## src/design/u16u8_pkg.sv

```systemverilog
// ----------------------------------------------------------------------------
// UTF-16 to UTF-8 encoder package
// Transaction types, surrogate ranges and UTF-8 lead-byte constants for the
// encoder; its port checker uses the byte transaction type.
// ----------------------------------------------------------------------------
package u16u8_pkg;

	// One UTF-16 code unit with its end-of-string flag.
	typedef struct packed {
		logic [15:0] code_unit;
		logic        final_unit;
	} unit_item_t;

	// One UTF-8 byte with its end markers.
	typedef struct packed {
		logic [7:0] out_byte;
		logic       run_end;
		logic       string_end;
	} byte_item_t;

	// Bytes of one encoded code point, first byte in slot zero.
	typedef struct packed {
		logic [3:0][7:0] bytes;
		logic [2:0]      count;
	} cp_bytes_t;

	// Surrogate ranges.
	localparam logic [15:0] SURR_HIGH_FIRST = 16'hd800;
	localparam logic [15:0] SURR_HIGH_LAST  = 16'hdbff;
	localparam logic [15:0] SURR_LOW_FIRST  = 16'hdc00;
	localparam logic [15:0] SURR_LOW_LAST   = 16'hdfff;

	// Upper six bits of a high surrogate, used to rebuild a held one.
	localparam logic [5:0] SURR_HIGH_TAG = 6'b110110;

	// Offset of the supplementary planes, in units of 1024 code points.
	localparam logic [10:0] SUPP_BASE_KB = 11'h040;

	// Largest code point for each encoded length.
	localparam logic [20:0] CP_MAX_ONE   = 21'h00007f;
	localparam logic [20:0] CP_MAX_TWO   = 21'h0007ff;
	localparam logic [20:0] CP_MAX_THREE = 21'h00ffff;

	// Lead-byte and continuation prefixes.
	localparam logic [2:0] LEAD_TWO   = 3'b110;
	localparam logic [3:0] LEAD_THREE = 4'b1110;
	localparam logic [4:0] LEAD_FOUR  = 5'b11110;
	localparam logic [1:0] CONT_TAG   = 2'b10;

	// Most bytes one code unit can release: a flushed surrogate plus a
	// three-byte unit.
	localparam int unsigned MAX_BYTES = 6;

endpackage

```

## src/design/utf16_to_utf8_encoder_top.sv

```systemverilog
// ----------------------------------------------------------------------------
// UTF-16 to UTF-8 encoder
// Converts a stream of UTF-16 code units into UTF-8 bytes, pairing surrogates
// and passing lone surrogates through as three-byte sequences.
// ----------------------------------------------------------------------------
//
//  Channel | Direction | Transaction                       | Handshake
//  --------+-----------+-----------------------------------+----------------------
//  unit    | in        | code_unit, final_unit             | unit_valid/unit_ready
//  byte    | out       | out_byte, run_end, string_end     | byte_valid/byte_ready
//
// A code unit is registered, then encoded into a byte buffer of up to six
// bytes, which drains at one byte per cycle while byte_ready is high. An item
// yields one to six bytes, none for a held high surrogate; the single output
// byte per cycle sets the sustained rate.
// The input register takes a new unit while the buffer still drains.
// arst_n clears the held surrogate and all valid flags.
// A stall on byte_ready holds the current byte and backs up into unit_ready.
//
module utf16_to_utf8_encoder_top (
	input  logic                   clk,
	input  logic                   arst_n,
	input  logic                   unit_valid,
	output logic                   unit_ready,
	input  u16u8_pkg::unit_item_t  unit_data,
	output logic                   byte_valid,
	input  logic                   byte_ready,
	output u16u8_pkg::byte_item_t  byte_data
);

	// Encode one code point into one to four UTF-8 bytes.
	function automatic u16u8_pkg::cp_bytes_t encode_cp(input logic [20:0] cp);
		u16u8_pkg::cp_bytes_t r;
		r.bytes = '0;
		r.count = 3'd0;
		priority if (cp <= u16u8_pkg::CP_MAX_ONE) begin
			r.bytes[0] = cp[7:0];
			r.count    = 3'd1;
		end else if (cp <= u16u8_pkg::CP_MAX_TWO) begin
			r.bytes[0] = {u16u8_pkg::LEAD_TWO, cp[10:6]};
			r.bytes[1] = {u16u8_pkg::CONT_TAG, cp[5:0]};
			r.count    = 3'd2;
		end else if (cp <= u16u8_pkg::CP_MAX_THREE) begin
			r.bytes[0] = {u16u8_pkg::LEAD_THREE, cp[15:12]};
			r.bytes[1] = {u16u8_pkg::CONT_TAG, cp[11:6]};
			r.bytes[2] = {u16u8_pkg::CONT_TAG, cp[5:0]};
			r.count    = 3'd3;
		end else begin
			r.bytes[0] = {u16u8_pkg::LEAD_FOUR, cp[20:18]};
			r.bytes[1] = {u16u8_pkg::CONT_TAG, cp[17:12]};
			r.bytes[2] = {u16u8_pkg::CONT_TAG, cp[11:6]};
			r.bytes[3] = {u16u8_pkg::CONT_TAG, cp[5:0]};
			r.count    = 3'd4;
		end
		return r;
	endfunction

	// Input stage.
	logic        valid_s1;
	logic [15:0] unit_s1;
	logic        fin_s1;

	// Byte buffer stage.
	logic       valid_s2;
	logic [7:0] bytes_s2 [u16u8_pkg::MAX_BYTES];
	logic [2:0] cnt_s2;
	logic [2:0] idx_s2;
	logic       fin_s2;

	// Held high surrogate.
	logic       held_valid_q;
	logic [9:0] held_bits_q;

	// Encoder signals.
	logic                 is_high;
	logic                 is_low;
	logic                 pair;
	logic                 flush;
	logic                 hold;
	logic [20:0]          pair_cp;
	u16u8_pkg::cp_bytes_t held_enc;
	u16u8_pkg::cp_bytes_t unit_enc;
	logic [2:0]           unit_cnt;
	logic [7:0]           enc_bytes [u16u8_pkg::MAX_BYTES];
	logic [2:0]           enc_cnt;

	// Handshake signals.
	logic take;
	logic last_byte;
	logic buf_free;
	logic consume;

	// Classify the registered unit against the held surrogate.
	always_comb begin
		is_high = (unit_s1 >= u16u8_pkg::SURR_HIGH_FIRST) &&
		          (unit_s1 <= u16u8_pkg::SURR_HIGH_LAST);
		is_low  = (unit_s1 >= u16u8_pkg::SURR_LOW_FIRST) &&
		          (unit_s1 <= u16u8_pkg::SURR_LOW_LAST);
		pair    = held_valid_q && is_low;
		flush   = held_valid_q && !is_low;
		hold    = !pair && is_high && !fin_s1;
		pair_cp = {{1'b0, held_bits_q} + u16u8_pkg::SUPP_BASE_KB, unit_s1[9:0]};
	end

	// Build the byte list: a flushed surrogate first, then the unit's bytes.
	always_comb begin
		held_enc = encode_cp({5'd0, u16u8_pkg::SURR_HIGH_TAG, held_bits_q});
		unit_enc = pair ? encode_cp(pair_cp) : encode_cp({5'd0, unit_s1});
		unit_cnt = hold ? 3'd0 : unit_enc.count;
		for (int i = 0; i < u16u8_pkg::MAX_BYTES; i++) begin
			enc_bytes[i] = '0;
		end
		if (flush) begin
			for (int i = 0; i < 3; i++) begin
				enc_bytes[i]     = held_enc.bytes[i];
				enc_bytes[i + 3] = unit_enc.bytes[i];
			end
			enc_cnt = 3'd3 + unit_cnt;
		end else begin
			for (int i = 0; i < 4; i++) begin
				enc_bytes[i] = unit_enc.bytes[i];
			end
			enc_cnt = unit_cnt;
		end
	end

	// Flow control between the stages.
	always_comb begin
		take       = valid_s2 && byte_ready;
		last_byte  = (idx_s2 == (cnt_s2 - 3'd1));
		buf_free   = !valid_s2 || (take && last_byte);
		consume    = valid_s1 && ((enc_cnt == 3'd0) || buf_free);
		unit_ready = !valid_s1 || consume;
	end

	// Input register control.
	always_ff @(posedge clk or negedge arst_n) begin
		if (!arst_n) begin
			valid_s1 <= 1'b0;
		end else if (unit_ready) begin
			valid_s1 <= unit_valid;
		end
	end

	// Input register payload.
	always_ff @(posedge clk) begin
		if (unit_valid && unit_ready) begin
			unit_s1 <= unit_data.code_unit;
			fin_s1  <= unit_data.final_unit;
		end
	end

	// Surrogate holding state, updated as each unit is encoded.
	always_ff @(posedge clk or negedge arst_n) begin
		if (!arst_n) begin
			held_valid_q <= 1'b0;
			held_bits_q  <= '0;
		end else if (consume) begin
			held_valid_q <= hold;
			held_bits_q  <= hold ? unit_s1[9:0] : 10'd0;
		end
	end

	// Byte buffer control.
	always_ff @(posedge clk or negedge arst_n) begin
		if (!arst_n) begin
			valid_s2 <= 1'b0;
			idx_s2   <= '0;
			cnt_s2   <= '0;
		end else if (consume && (enc_cnt != 3'd0)) begin
			valid_s2 <= 1'b1;
			idx_s2   <= '0;
			cnt_s2   <= enc_cnt;
		end else if (take) begin
			if (last_byte) begin
				valid_s2 <= 1'b0;
			end else begin
				idx_s2 <= idx_s2 + 3'd1;
			end
		end
	end

	// Byte buffer payload.
	always_ff @(posedge clk) begin
		if (consume && (enc_cnt != 3'd0)) begin
			bytes_s2 <= enc_bytes;
			fin_s2   <= fin_s1;
		end
	end

	// Output transaction.
	always_comb begin
		byte_valid           = valid_s2;
		byte_data.out_byte   = bytes_s2[idx_s2];
		byte_data.run_end    = last_byte;
		byte_data.string_end = last_byte && fin_s2;
	end

endmodule

```

## config.mk

```make
export PLATFORM = sky130hd
export DESIGN_NAME = utf16_to_utf8_encoder_top
export DESIGN_NICKNAME = d
export VERILOG_FILES = /design/src/design/u16u8_pkg.sv /design/src/design/utf16_to_utf8_encoder_top.sv
export SDC_FILE = /design/constraint.sdc
export NUM_CORES = 1
export LEC_CHECK = 0
export ABC_AREA = 1
export BUFFER_PORTS_ARGS = -buffer_cell sky130_fd_sc_hd__buf_4
export CAP_MARGIN = 20
export CORE_MARGIN = 3
export CORE_UTILIZATION = 40
export DETAILED_ROUTE_END_ITERATION = 8
export PLACE_DENSITY_LB_ADDON = 0.3
export SYNTH_ARGS = -nofsm -noshare
export SYNTH_HDL_FRONTEND = slang
export SYNTH_SLANG_ARGS = --single-unit
```

## constraint.sdc

```tcl
create_clock -name clk -period 11.6 [get_ports clk]
set_input_delay 2.32 -clock clk [delete_from_list [all_inputs] [get_ports clk]]
set_output_delay 2.32 -clock clk [all_outputs]
set_load 0.1 [all_outputs]
```

==> results.tsv <==
stage	metric	value	unit
setup_path	Worst Path Required	9280	ps
sta	Max Slew Vio Count	0	
synth	prevailing post-synth register cell	edfxtp_1	
global_routing	Total GRT Usage	20.8	%
sta	final worst slack	5810	ps
global_routing	largest net degree at the start of global routing	46	
sta	Setup violations, final	0	
final_layout	Layout area overhead	13.2	%
route	DRT iter0 DRCs	333	
power	Leak Pwr	2.45	nW
place	dpl hpwl	9850	µm
clock_tree	H-tree depth	3	
global_routing	GR Layer Usage met1	28.2	%
sta	final hold vios	0	
power	worst vdd ir	0.0912	mV
sta	RSZ-0062 raised after global routing	false	
setup_path	worst-path maximum fanout	10	
die	boundary pin count	33	
route	vias per inst	5.39	
clock_tree	CTS Hold Buffers Added	0	
synth	Netlist Area Pre-Place	4790	µm²
clock_tree	post-CTS setup buffers	0	
worst_hold_path	hold path cells	2	
route	Avg WL per Cell	17.8	µm
sta	final setup skew	4.08	ps
setup_path	reg2reg end	bytes_s2[20]$_DFFE_PP_	
place	worst slack at placement	6140	ps
clock_tree	clk_lat worst skew	340	ps
power	Pint	752	µW
route	Remaining DRCs	0	
sta	sum of negative setup slack	0	ps
power	switching power share of the total	47.2	%
sta	Slew @ Worst Pin	902	ps
run	max cap viols	0	
final_layout	Multi-input gate area	2070	µm²
sta	Final min period	5790	ps
setup_path	Reg2Reg Setup Slack	7760	ps
synth	syn nets	600	
final_layout	ANT cells	0	
setup_path	crit start category	flop	
clock_tree	clk sink count	81	
power	Pwr Total	1.42	mW
power	clock share of power	20.2	%
setup_path	Worst path max stage delay	550	ps
synth	Avg Cell Area, Syn	8.34	µm²
place	Port Buffers	32	
route	First-pass DRT Iterations	5	
synth	ys async rst share	23.5	%
clock_tree	Root Buffer	clkbuf_16	
setup_path	Top cell by count, worst path	nand2_1	
power	P_sw	671	µW
global_routing	met3 Usage GRT	3.00	%
setup_path	Critical Path Sink Type	output port	
sta	Slew headroom	39.3	%
final_layout	final net count	625	
sta	Max Clk Rate	173	MHz
die	Horiz. Die Dim	115	µm
synth	Synth Warn #	0	
clock_tree	CTS tree	yes	
die	Starting Density	41.4	%
setup_path	Crit-path slowest cell	dfrtp_1	
synth	Gate Count Post-Synth	574	
die	Rows	39	
die	Die ar.	13300	µm²
setup_path	Critical Path AT	3470	ps
synth	Seq/Total Area, Yosys	48.8	%
worst_hold_path	Worst Hold Launch	cnt_s2[1]$_DFFE_PN0P_	
global_routing	met2 usage	32.4	%
final_layout	fraction of layout cells with a size suffix above 1	15.9	%
clock_tree	Reg clk slew, reported paths	60	ps
synth	EDFF count, synth	62	
global_routing	number of antenna violations at the first check in global routing	0	
status	status	finished clean	
setup_path	crit path cell chain	ha_1, inv_1, nand2_1, nand2_2, nand3_2, nor2_1, nand3_1, nand3_2, a21oi_1, nand2_1, ha_1, or2_2, nand2_4, inv_1, nand2_1, nand3b_1, buf_4	
global_routing	number of global-route vias before repair	3863	
sta	Final Cycle Share	49.9	%
route	antenna-violating nets left	0	
worst_hold_path	type of the worst min-delay path	flop to flop	
synth	Seq cells post-synth	81	
die	Die Ht	115	µm
clock_tree	total CTS buffers	9	
place	GP Congestion	0.975	
setup_path	Setup CP Type	flop to output port	
route	Post-Route WL	13300	µm
global_routing	GR peak layer	met2	
die	Core Area	11600	µm²
synth	Synth cell types	43	
clock_tree	Max clock buf depth	2	
worst_hold_path	hold endpoint	cnt_s2[1]$_DFFE_PN0P_	
setup_path	origin of the critical flop-to-flop path	held_bits_q[6]$_DFFE_PN0N_	
power	Sequential Power Share	35.6	%
power	Comb pwr share	44.3	%
final_layout	Sequential Area	2340	µm²
setup_path	R2R depth	18	
final_layout	fillcell total	1136	
global_routing	global-route wire length before repair	20900	µm
route	Vias	4029	
clock_tree	cts repair resizes	0	
global_routing	total grt overflow	0	
power	power per cell area	263	nW/µm²
==> area by class of cell <==
cell class,instances,area share (%)
multi-input combinational,399,38.2
clock inverter,3,0.739
clock buffer,13,4.80
inverter,75,5.22
sequential,81,43.1
timing repair buffer,33,4.57
tap,143,3.30
==> registers in the layout (all words and copies together) (netlist names) <==
name          cells
fin_s1            1
cnt_s2            3
bytes_s2         44
held_bits_q      10
unit_s1          16
byte_valid        1
valid_s1          1
held_valid_q      1
fin_s2            1
idx_s2            3
==> stage by stage <==
step,std cells,hold slack (ps),util [%],cell area [µm²]
after floorplan,574,442,-,4790
after global placement,731,461,44.3,5120
after detailed placement,731,467,44.3,5120
after CTS,747,480,46.9,5420
after global routing,747,530,46.9,5420
final,747,481,46.9,5420
==> cell usage after synthesis (all sizes together) (5+ instances only) <==
library cell	instances	area share (%)
nor3	7	0.84
o22ai	12	1.6
a21oi	31	3.3
o21ai	46	4.9
inv	73	5.7
dfrtp	19	9.9
or2	6	0.78
nand3	43	5.6
a31oi	5	0.65
buf	9	1.2
clkbuf	10	0.78
nand2	130	12
o221ai	5	0.91
edfxtp	62	39
nor2	84	7.7
nand4	9	1.2
ha	5	1.3
==> cells by family (layout without fill, tap and decap cells) <==
group	Yosys count	in the layout	synth area share, %
adder cells (fa/ha/maj)	5	5	1.31
AND/OR/NAND/NOR	282	282	28.1
XOR/XNOR	5	5	0.915
AO/OA/AOI/OAI	107	107	12.9
buffers and inverters	94	124	7.89
flip-flops	81	81	48.8
==> critical path, delay by kind of cell (launching register included) <==
kind | cells | cell delay (ps)
AO/OA/AOI/OAI | 1 | 250
adder cells (fa/ha/maj) | 2 | 550
buffers and inverters | 3 | 360
flip-flops | 1 | 550
AND/OR/NAND/NOR | 11 | 1410
==> cells in the final DEF, fill, tap and decap left out, drive strengths merged <==
cell type and instances:
buf 33, nor3 7, nand2 130, nor2 84, o221ai 5, ha 5, nand4 9, inv 73
o21bai 1, clkbuf 13, o21ai 46, edfxtp 62, nor4 1, nand3 43, a31oi 5, a41oi 1
clkinv 4, a21oi 31, xnor2 2, bufinv 1, o211ai 2, nand3b 2, xor2 3, a22oi 2
o2111ai 2, or2 6, o22ai 12, dfrtp 19
==> metal layers <==
| metal | wire length, µm | part of all wire [%] |
|---|---|---|
| met1 | 6130 | 46 |
| met2 | 6080 | 46 |
| met3 | 585 | 4.4 |
| met4 | 471 | 3.6 |
| met5 | 0 | 0 |
==> power groups by stage <==
stage          clock, mW  sequential, mW  combinational, mW
6_report           0.287           0.506              0.631
5_1_grt            0.305           0.517              0.680
4_1_cts            0.292           0.506              0.635
3_5_place_dp           0           0.512              0.634
3_3_place_gp           0           0.510              0.627
2_1_floorplan          0           0.483              0.526
==> worst max-delay path by stage <==
stage	startpoint	end	slack, ps	cells after the start
6_report	held_bits_q[6]$_DFFE_PN0N_	unit_ready	5810	17
3_5_place_dp	byte_ready	unit_ready	6140	5
4_1_cts	held_bits_q[6]$_DFFE_PN0N_	unit_ready	5820	17
5_1_grt	held_bits_q[6]$_DFFE_PN0N_	unit_ready	5520	17
2_1_floorplan	byte_ready	unit_ready	5890	3
3_3_place_gp	byte_ready	unit_ready	6160	5
(Power assumes the default switching activity.)
